[config.mk]
export PLATFORM = sky130hd
export DESIGN_NAME = imc_ctrl
export DESIGN_NICKNAME = d
export VERILOG_FILES = /design/src/rtl/assert_macros.svh /design/src/rtl/imc_pkg.sv /design/src/rtl/imc_ctrl.sv
export SDC_FILE = /design/constraint.sdc
export NUM_CORES = 1
export LEC_CHECK = 0
export CORE_MARGIN = 5
export CORE_UTILIZATION = 65
export CTS_CLUSTER_SIZE = 20
export DETAILED_ROUTE_END_ITERATION = 16
export DONT_BUFFER_PORTS = 1
export PLACE_DENSITY = 0.91
export SETUP_SLACK_MARGIN = 0.02
export SLEW_MARGIN = 5
export SYNTH_ARGS = -nofsm -noshare
export SYNTH_HDL_FRONTEND = slang
export SYNTH_SLANG_ARGS = --single-unit
[constraint.sdc]
create_clock -name clk -period 4 [get_ports clk]
set_input_delay 0.2 -clock clk [delete_from_list [all_inputs] [get_ports clk]]
set_output_delay 0.2 -clock clk [all_outputs]
set_load 0.1 [all_outputs]
[src/rtl/assert_macros.svh]
// Assertion macros used by the top level of the mask convolution unit.
`ifndef ASSERT_MACROS_SVH
`define ASSERT_MACROS_SVH

// Checks an implication or expression at every clock edge outside reset.
`define IMC_ASSERT(name, prop, msg) \
    name: assert property (@(posedge clk) disable iff (!rst_n) prop) else $error(msg);

// Checks that a condition is followed by another in the next cycle.
`define IMC_ASSERT_NEXT(name, pre, post, msg) \
    name: assert property (@(posedge clk) disable iff (!rst_n) pre |=> post) else $error(msg);

`endif

[src/rtl/imc_pkg.sv]
// Shared types and constants of the mask convolution unit.
package imc_pkg;

    localparam int MASK_MAX = 8;
    localparam int KW       = 3;    // bits of a mask row or column offset
    localparam int TAPW     = 6;    // bits of a coefficient index
    localparam int PIXW     = 16;
    localparam int SUMW     = 40;
    localparam int PRODW    = 33;
    localparam int ROWW     = 12;
    localparam int COLW     = 10;
    localparam int CFGW     = 13;

    localparam logic [1:0] REG_MASK_ROWS  = 2'd0;
    localparam logic [1:0] REG_MASK_COLS  = 2'd1;
    localparam logic [1:0] REG_IMAGE_ROWS = 2'd2;
    localparam logic [1:0] REG_IMAGE_COLS = 2'd3;

    typedef struct packed {
        logic            accept;
        logic            start;
        logic            issue;
        logic [TAPW-1:0] tap;
        logic [KW-1:0]   row_off;
        logic [KW-1:0]   col_off;
        logic            load_out;
    } cmd_t;

    typedef struct packed {
        logic       hit;
        logic       out_free;
        logic [3:0] nr;
        logic [3:0] nc;
    } sts_t;

endpackage

[src/rtl/imc_ctrl.sv]
// Controller: accepts beats and sequences the window taps through the MAC.
module imc_ctrl import imc_pkg::*;
(
    input  logic clk,
    input  logic rst_n,
    input  logic in_valid,
    output logic in_stall,
    input  logic kind,
    input  sts_t sts,
    output cmd_t cmd
);

    localparam logic [1:0] S_IDLE  = 2'd0;
    localparam logic [1:0] S_ISSUE = 2'd1;
    localparam logic [1:0] S_DRAIN = 2'd2;
    localparam logic [1:0] S_EMIT  = 2'd3;

    logic [1:0]      state_reg, state_next;
    logic [KW-1:0]   k_reg, k_next, l_reg, l_next;
    logic [TAPW-1:0] tap_reg, tap_next;
    logic            drain_reg, drain_next;
    logic            accept, last_col, last_tap;

    assign in_stall = (state_reg != S_IDLE);
    assign accept   = in_valid && !in_stall;
    assign last_col = ({1'b0, l_reg} == sts.nc - 4'd1);
    assign last_tap = last_col && ({1'b0, k_reg} == sts.nr - 4'd1);

    always_comb
    begin
        state_next = state_reg;
        k_next     = k_reg;
        l_next     = l_reg;
        tap_next   = tap_reg;
        drain_next = drain_reg;
        unique case (state_reg)
            S_IDLE:
            begin
                k_next   = '0;
                l_next   = '0;
                tap_next = '0;
                if (accept && kind && sts.hit)
                    state_next = S_ISSUE;
            end
            S_ISSUE:
            begin
                tap_next = tap_reg + TAPW'(1);
                if (last_col)
                begin
                    l_next = '0;
                    k_next = k_reg + KW'(1);
                end
                else
                    l_next = l_reg + KW'(1);
                if (last_tap)
                begin
                    state_next = S_DRAIN;
                    drain_next = 1'b1;
                end
            end
            S_DRAIN:
            begin
                // Lets the last product reach the accumulator.
                drain_next = 1'b0;
                if (!drain_reg)
                    state_next = S_EMIT;
            end
            S_EMIT:
            begin
                if (sts.out_free)
                    state_next = S_IDLE;
            end
            default: state_next = S_IDLE;
        endcase
    end

    always_ff @(posedge clk or negedge rst_n)
    begin
        if (!rst_n)
        begin
            state_reg <= S_IDLE;
            k_reg     <= '0;
            l_reg     <= '0;
            tap_reg   <= '0;
            drain_reg <= 1'b0;
        end
        else
        begin
            state_reg <= state_next;
            k_reg     <= k_next;
            l_reg     <= l_next;
            tap_reg   <= tap_next;
            drain_reg <= drain_next;
        end
    end

    always_comb
    begin
        cmd.accept   = accept;
        cmd.start    = accept && kind && sts.hit;
        cmd.issue    = (state_reg == S_ISSUE);
        cmd.tap      = tap_reg;
        cmd.row_off  = k_reg;
        cmd.col_off  = l_reg;
        cmd.load_out = (state_reg == S_EMIT) && sts.out_free;
    end

endmodule

==> results.md, run 1 <==
* Inserted Clock Buffers at 3
* Clock Sinks at 15
* Relative slew margins at 0.324
* Vias per cell at 6.36
* GR Overflow Total at 0
* Initial antenna violation count at 0
* Crit path kind: reg2out
* Post-CTS sizing at 0
* Die W at 49.9 um
* Worst-Margin Slew at 1010 ps
* Ports at 31
* Kind of end point of the critical path: primary output
* Die Area at 2490 sq um
* DRT iter0 DRCs at 8
* Setup TNS at 0 ps
* DP HPWL at 1650 um
* CTS Buffer Depth at 2
* Final Cycle Share at 0.644
* Number of port buffers at 0
* Fill cells at 106
* Yosys synthesis warning count at 0
* Reg-to-reg slack, setup at 1560 ps
* Overall routing resource usage at 0.192
* Placer Congestion at 0.827
* Clock latency at the later pin of the worst-skew pair at 270 ps
* EDFF count, synth at 0
* Initial Util at 0.687
* H-Tree Depth at 1
* Largest net degree at the start of global routing at 22
* Clock slew at reported path FFs at 90 ps
* Crit Path Max Fanout at 5
* Main synth FF type: dfrtp_1
* Number of synthesized register bits at 15
* ANT cells at 0
* Die Y-Extent at 49.9 um
* Worst hold endpoint: drain_reg
* Vias at 820
* WL/cell at 16.3 um
* WP data arrival at 2370 ps
* Final Setup Violations at 0
* Unrepaired setup endpoints after global routing: no
* Multi-input logic area at 606 sq um
* Final Instance Area at 1110 sq um
* Max Freq at 388 MHz
* Fraction of registers with async set/reset at 1.00
* Post-Syn Area at 1030 sq um
* Drt drc at 0
* Root Buffer: clkbuf_4
* Yosys cell types at 35
* Pre-antenna DRT Iters at 4
* Hold WC Path Type: in2reg
* Worst R2R End: state_reg[1]
* Placed cell area at 1080 sq um
* Hold Crit Start: sts[4]
* Hold Path Stages at 4
* Synth Instances at 106
* CP Launch Type: flop
* FF-to-FF Start: l_reg[1]
* Rows at 14
* Share of cells above drive strength 1 at 0.124
* Post-synth net total at 130
* Fin nets at 138
* Core footprint at 1510 sq um
* Largest register FFs at 6
* Post-DRT Antenna Nets at 0
* Slew Limit Fails at 0
* Number of global-route vias before repair at 895
* Final Critical Period at 2570 ps
* Worst EP required at 3800 ps
* CTS tree: done
* Status: complete, no violations
* Drt total wl at 2100 um
* Worst setup skew after layout at 0.918 ps
* Max Cap Viol at 0
* Register area share after synthesis at 0.363
* Reg2Reg Depth at 4
* Avg Cell Area, Syn at 9.76 sq um
* Layout Area Growth over Synthesis at 7.50%
* Area occupied by registers at 375 sq um
* First-pass GRT wire length at 3810 um
* Fin. Hold Viols at 0
[through the flow]
stage	hold WS [ps]	util	cells	setup WS [ps]
2_1_floorplan	-95.6	-	106	1400
3_3_place_gp	-95.2	0.714	124	1630
3_5_place_dp	-95.2	0.714	124	1570
4_1_cts	324	0.738	129	1410
5_1_grt	339	0.738	129	1330
6_report	317	0.738	129	1430
[logic make-up after synthesis]
kind of cell	Yosys count	share of synthesized area
adder cells (fa/ha/maj)	10	0.121
multiplexers	4	0.0447
AO/OA/AOI/OAI	22	0.167
XOR/XNOR	8	0.0677
buffers and inverters	12	0.0544
AND/OR/NAND/NOR	35	0.183
flip-flops	15	0.363
[placed cells by master (no fill, tap or decap), types with 2 or more instances in the layout]
cell,instances
or4_1,2
nand2_1,8
xor2_1,3
xnor2_1,5
nand3_1,8
nand3b_1,2
o21ai_0,6
ha_1,9
dfrtp_1,15
clkbuf_4,3
buf_4,6
and2_1,2
a211o_1,2
o211ai_1,3
nor2_1,3
nand2b_1,3
a22o_1,2
nand4_1,2
nor2b_1,2
a21oi_1,2
mux2i_1,2
inv_1,8
[how the worst max path moves through the flow]
| stage | end | slack, ps | from |
|---|---|---|---|
| after floorplan | state_reg[1] | 1400 | l_reg[2] |
| after CTS | cmd[14] | 1410 | state_reg[0] |
| final | cmd[14] | 1430 | state_reg[0] |
| after global placement | state_reg[1] | 1630 | l_reg[1] |
| after global routing | cmd[14] | 1330 | state_reg[0] |
| after detailed placement | state_reg[1] | 1570 | l_reg[1] |
[Yosys cell counts, types with 2 or more instances]
cell | number | area [sq um]
dfrtp_1 | 15 | 375
ha_1 | 10 | 125
inv_1 | 8 | 30.0
nand2_1 | 8 | 30.0
nand3_1 | 8 | 40.0
o21ai_0 | 6 | 30.0
xnor2_1 | 5 | 43.8
nand2b_1 | 3 | 18.8
nor2_1 | 3 | 11.3
o211ai_1 | 3 | 22.5
xor2_1 | 3 | 26.3
a211o_1 | 2 | 17.5
a21oi_1 | 2 | 10.0
a22o_1 | 2 | 17.5
and2_1 | 2 | 12.5
clkbuf_1 | 2 | 7.51
mux2i_1 | 2 | 20.0
nand3b_1 | 2 | 15.0
nand4_1 | 2 | 12.5
nor2b_1 | 2 | 12.5
or4_1 | 2 | 15.0
[critical path: stages, from the launching register on]
cell and delay [ps]:
dfrtp_1 410, inv_1 140, ha_1 250, and2_1 150, buf_4 290, and3_1 850
[per-layer routing]
layer | global-route usage | share of wire | vias up
met4 | 0.0786 | 0.018 | 0
li1 | - | - | 393
met3 | 0.0512 | 0.076 | 4
met1 | 0.210 | 0.41 | 394
met5 | 0 | 0 | -
met2 | 0.343 | 0.50 | 29
[repair_timing]
item | in CTS | in global routing
hold buffers | 1 | 0
hold endpoints to repair | 15 | 0
setup buffers | 0 | 0
[final cells by class]
type / instances / area share
clock buffer: 4 / 0.0236
inverter: 8 / 0.0270
multi-input combinational: 79 / 0.544
sequential: 15 / 0.337
tap: 16 / 0.0180
timing repair buffer: 7 / 0.0495
Power of run 1 is left out: the tool's default activity adds up to more than one toggle a clock period on the data nets, which glitch-free logic cannot reach.
==> run 2: changes to the inputs <==
--- a/config.mk
+++ b/config.mk
@@ -6,11 +6,11 @@
 export NUM_CORES = 1
 export LEC_CHECK = 0
 export CORE_MARGIN = 5
-export CORE_UTILIZATION = 65
+export CORE_UTILIZATION = 55
 export CTS_CLUSTER_SIZE = 20
 export DETAILED_ROUTE_END_ITERATION = 16
 export DONT_BUFFER_PORTS = 1
-export PLACE_DENSITY = 0.91
+export PLACE_DENSITY = 0.83
 export SETUP_SLACK_MARGIN = 0.02
 export SLEW_MARGIN = 5
 export SYNTH_ARGS = -nofsm -noshare
==> constraint.sdc (replaced) <==
create_clock -name clk -period 2.3 [get_ports clk]
set_input_delay 0.115 -clock clk [delete_from_list [all_inputs] [get_ports clk]]
set_output_delay 0.115 -clock clk [all_outputs]
set_load 0.1 [all_outputs]
==> run 2 against run 1 <==
First-iteration DRC count grew to 3.4 times the previous value. Utilization shrank 4.0 points. Count of clock-buffer cells in the layout is the same. Non-clock buffer count grew 12. Largest cell class unchanged. Sequential share of layout area shrank 2.8 points. Critical path type is now reg2reg.
==> results.md, run 2 (synthesis gave the netlist of run 1 again) <==
* Status: complete, no violations
* Final Instance Area at 1230 sq um
* Static Leak at 0.000581 uW
* Die W at 53.4 um
* Rows at 15
* Initial Util at 0.587
* Die Area at 2850 sq um
* Cell family with most CP delay: compound AO/OA/AOI/OAI gates
* Final Cycle Share at 0.932
* CTS Buffer Depth at 2
* Placer Congestion at 0.755
* Slowest-stage cell, CP: dfrtp_1
* Reg-to-reg slack, setup at 160 ps
* Initial antenna violation count at 0
* Reg power frac at 0.224
* Worst EP required at 2470 ps
* Layout Area Growth over Synthesis at 19.1%
* Commonest non-fill, non-tap cell in the layout: buf_4
* Largest net degree at the start of global routing at 22
* Hold WC Path Type: in2reg
* Fin util at 0.699
* Max stage delay on crit path at 400 ps
* Slew Limit Fails at 0
* Overall routing resource usage at 0.188
* Number of global-route vias before repair at 870
* Comb pwr share at 0.699
* Clock Sinks at 15
* Unrepaired setup endpoints after global routing: no
* Commonest non-fill, non-tap cells in the layout: buf_4 (17), dfrtp_1 (12), ha_1 (9)
* Fin nets at 150
* DP HPWL at 1780 um
* WL/cell at 15.3 um
* Largest register FFs at 6
* Net Sw Power at 1100 uW
* DRT iter0 DRCs at 27
* Ports at 31
* Inserted Clock Buffers at 3
* First-pass GRT wire length at 3950 um
* Vias per cell at 5.81
* Max Freq at 467 MHz
* Post-DRT Antenna Nets at 0
* # Post-CTS Setup Buffers at 0
* Crit path kind: reg2reg
* Final Critical Period at 2140 ps
* Fin. Hold Viols at 0
* Die Y-Extent at 53.4 um
* Share of cells above drive strength 1 at 0.232
* WP data arrival at 2310 ps
* Clock group share of total power at 0.077
* Pre-antenna DRT Iters at 4
* Cell chain of the critical path: inv_1 -> ha_1 -> a221o_1 -> or2_2 -> o32a_4 -> mux2_4
* Worst path depth at 6
* Overall power at 1890 uW
* Crit Path Max Fanout at 5
* H-Tree Depth at 1
* Drt total wl at 2300 um
* Placed cell area at 1200 sq um
* Max Cap Viol at 0
* Post-route insts no fill at 150
* GR Overflow Total at 0
* CP Launch Type: flop
* Worst-Margin Slew at 669 ps
* Final Setup Violations at 0
* Core footprint at 1760 sq um
* Clock slew at reported path FFs at 80 ps
* Setup TNS at 0 ps
* Relative slew margins at 0.553
* Worst setup skew after layout at 0.462 ps
* Bufs and invs on worst path at 1
* Clock latency at the later pin of the worst-skew pair at 280 ps
* Worst vdd ir at 958 uV
* Root Buffer: clkbuf_4
* Power density over the cells at 1530 nW/um^2
* Hold Path Stages at 4
* P_int at 786 uW
* Placed Instances at 145
* Vias at 871
* Reg2Reg Depth at 6
* Number of port buffers at 0
* CTS tree: done
* Kind of end point of the critical path: flop
* Drt drc at 0
* ANT cells at 0
* Sw Ratio at 0.584
## run 2: cell count changes in the layout (fill, tap and decap cells not counted), sizes merged
cell / change
buf: +12
## run 2: layer usage
metal  track usage  up-vias  part of all wire
met4        0.0936        0            0.0074
met1         0.245      402              0.41
met2         0.298       48              0.48
met5             0        -                 0
met3        0.0282        2             0.095
li1              -      419                 -
## run 2: worst reg2reg max path: stages, from the launching register on
cell and delay (ps):
dfrtp_1 400, inv_1 110, ha_1 260, a221o_1 350, or2_2 290, o32a_4 330, mux2_4 300
## run 2: what timing repair did
| action | 4_1_cts | 5_1_grt |
|---|---|---|
| hold endpoints to repair | 15 | 0 |
| setup endpoints to repair | 0 | 0 |
| hold buffers | 1 | 0 |
| resized for setup | 0 | 0 |
## run 2: through the flow
step / hold slack, ps / setup slack [ps]
floorplan: -181 / 11.3
detailed placement: -180 / 169
CTS: 238 / 151
global route: 255 / 71.7
finish: 256 / 157
global placement: -180 / 245
## run 2: path summary, 6_finish.rpt
path,start,to
max in group asynchronous,rst_n,l_reg[2]
setup reg to reg,state_reg[0],state_reg[1]
min in group asynchronous,rst_n,l_reg[2]
setup / recovery,state_reg[0],state_reg[1]
hold reg to reg,tap_reg[4],tap_reg[4]
hold / removal,sts[4],drain_reg
## run 2: power by group through the flow
stage	logic [uW]	registers [uW]	clock network [uW]
floorplan	693	803	0
global placement	1280	418	0
detailed placement	1310	427	0
CTS	1320	422	152
global route	1400	434	165
finish	1320	422	145
## run 2: area by class of cell
| class | instances | area (sq um) |
|---|---|---|
| fillers | 145 | 532 |
| clock buffers | 4 | 26.3 |
| well taps | 25 | 31.3 |
| flip-flops and latches | 15 | 382 |
| repair buffers | 19 | 158 |
| multi-input cells | 79 | 606 |
| inverters | 8 | 30.0 |
Power figures use the tool's default switching activity.
==> run 3: changes to the inputs <==
--- a/config.mk
+++ b/config.mk
@@ -6,11 +6,11 @@
 export NUM_CORES = 1
 export LEC_CHECK = 0
 export CORE_MARGIN = 5
-export CORE_UTILIZATION = 55
+export CORE_UTILIZATION = 65
 export CTS_CLUSTER_SIZE = 20
 export DETAILED_ROUTE_END_ITERATION = 16
 export DONT_BUFFER_PORTS = 1
-export PLACE_DENSITY = 0.83
+export PLACE_DENSITY = 0.91
 export SETUP_SLACK_MARGIN = 0.02
 export SLEW_MARGIN = 5
 export SYNTH_ARGS = -nofsm -noshare
==> constraint.sdc (replaced) <==
create_clock -name clk -period 2.6 [get_ports clk]
set_input_delay 0.52 -clock clk [delete_from_list [all_inputs] [get_ports clk]]
set_output_delay 0.52 -clock clk [all_outputs]
set_load 0.1 [all_outputs]
==> run 3 against run 2 <==
Sequential share of layout area is 0.19 points higher. Count of clock-buffer cells in the layout unchanged. Sequential power down 15%. First-iteration DRC count is the same. Final cell count is 6.7% lower. Routed wire length is 12% higher. Critical endpoint is now cmd[14].
==> results.md, run 3 (synthesis gave the netlist of run 1 again) <==
* Status: complete, no violations
* Clock Sinks at 15
* Layout Area Growth over Synthesis at 16.8%
* Rows at 14
* Worst vdd ir at 704 uV
* H-Tree Depth at 1
* Hold Path Stages at 2
* Ports at 31
* Core footprint at 1510 sq um
* Vias per cell at 6.36
* Hold Crit Start: drain_reg
* Share of cells above drive strength 1 at 0.210
* Die Y-Extent at 49.9 um
* Initial Util at 0.687
* Vias at 890
* Worst setup skew after layout at 1.08 ps
* Clock latency at the later pin of the worst-skew pair at 280 ps
* Inserted Clock Buffers at 3
* Drt total wl at 2580 um
* Slew Limit Fails at 0
* Placed cell area at 1170 sq um
* Max Cap Viol at 0
* Worst EP required at 2080 ps
* Final Instance Area at 1210 sq um
* Kind of end point of the critical path: primary output
* Root Buffer: clkbuf_4
* Final Critical Period at 2180 ps
* CTS Buffer Depth at 2
* DRT iter0 DRCs at 27
* Final Setup Violations at 0
* WL/cell at 18.4 um
* Max Freq at 458 MHz
* # Post-CTS Setup Buffers at 0
* Power density over the cells at 1400 nW/um^2
* Commonest non-fill, non-tap cells in the layout: buf_4 (16), dfrtp_1 (14), ha_1 (9)
* CTS tree: done
* Worst hold endpoint: drain_reg
* GR Overflow Total at 0
* Fin nets at 149
* Largest register FFs at 6
* Setup TNS at 0 ps
* Unrepaired setup endpoints after global routing: no
* Die Area at 2490 sq um
* Post-DRT Antenna Nets at 0
* Overall routing resource usage at 0.229
* Clock slew at reported path FFs at 80 ps
* WP data arrival at 1660 ps
* Commonest non-fill, non-tap cell in the layout: buf_4
* Die W at 49.9 um
* FF-to-FF Start: state_reg[0]
* DP HPWL at 1910 um
* First-pass GRT wire length at 4460 um
* ANT cells at 0
* Number of global-route vias before repair at 950
* Drt drc at 0
* Static Leak at 0.000579 uW
* Pre-antenna DRT Iters at 4
* Worst R2R End: state_reg[1]
* Initial antenna violation count at 0
* Largest net degree at the start of global routing at 22
* Placer Congestion at 0.846
* CP Launch Type: flop
* Crit path kind: reg2out
* Worst-Margin Slew at 932 ps
* Relative slew margins at 0.379
* Hold WC Path Type: reg2reg
* Final Cycle Share at 0.840
* Fin. Hold Viols at 0
* Reg-to-reg slack, setup at 440 ps
* Crit Path Max Fanout at 5
* Reg2Reg Depth at 6
* Number of port buffers at 0
run 3: repair_timing:
| item | 4_1_cts | 5_1_grt |
|---|---|---|
| gates resized for setup | 0 | 0 |
| hold buffers | 1 | 0 |
| hold endpoints to repair | 15 | 0 |
| setup endpoints to repair | 0 | 0 |
run 3: final cells by class:
class                   instances  area (sq um)
flip-flops and latches         15           377
multi-input cells              79           606
repair buffers                 18           150
inverters                       8          30.0
fillers                       103           298
well taps                      16          20.0
clock buffers                   4          26.3
run 3: worst max-delay path by stage:
stage	startpoint	end	slack [ps]	cells after the start
6_report	state_reg[0]	cmd[14]	420	5
5_1_grt	state_reg[0]	cmd[14]	290	5
4_1_cts	state_reg[0]	cmd[14]	430	5
3_5_place_dp	sts[1]	state_reg[1]	280	5
3_3_place_gp	sts[1]	state_reg[1]	310	5
2_1_floorplan	sts[1]	state_reg[1]	250	6
run 3: critical path, stage by stage, from the launching register on:
cell	delay (ps)
dfrtp_1	420
inv_1	130
ha_1	270
and2_1	170
and3_1	210
buf_12	180
run 3: stage by stage:
| stage | hold slack [ps] | instances | worst slack (ps) | power, uW | util |
|---|---|---|---|---|---|
| detailed placement | 225 | 135 | 277 | 1540 | 0.778 |
| global route | 591 | 140 | 290 | 1780 | 0.802 |
| CTS | 572 | 140 | 425 | 1680 | 0.802 |
| floorplan | 224 | 106 | 252 | 1310 | - |
| finish | 571 | 140 | 417 | 1700 | 0.802 |
| global placement | 225 | 135 | 309 | 1500 | 0.778 |
run 3: metal layers:
layer  track usage  up-vias  share of wire
li1              -      415              -
met1         0.287      428           0.40
met2         0.373       40           0.50
met3        0.0512        7          0.080
met4        0.0961        0          0.019
met5             0        -              0
run 3: power breakdown:
group / internal (uW) / total [uW] / switching, uW
combinational: 331 / 1200 / 874
sequential: 303 / 358 / 55.4
clock: 59.6 / 133 / 73.5
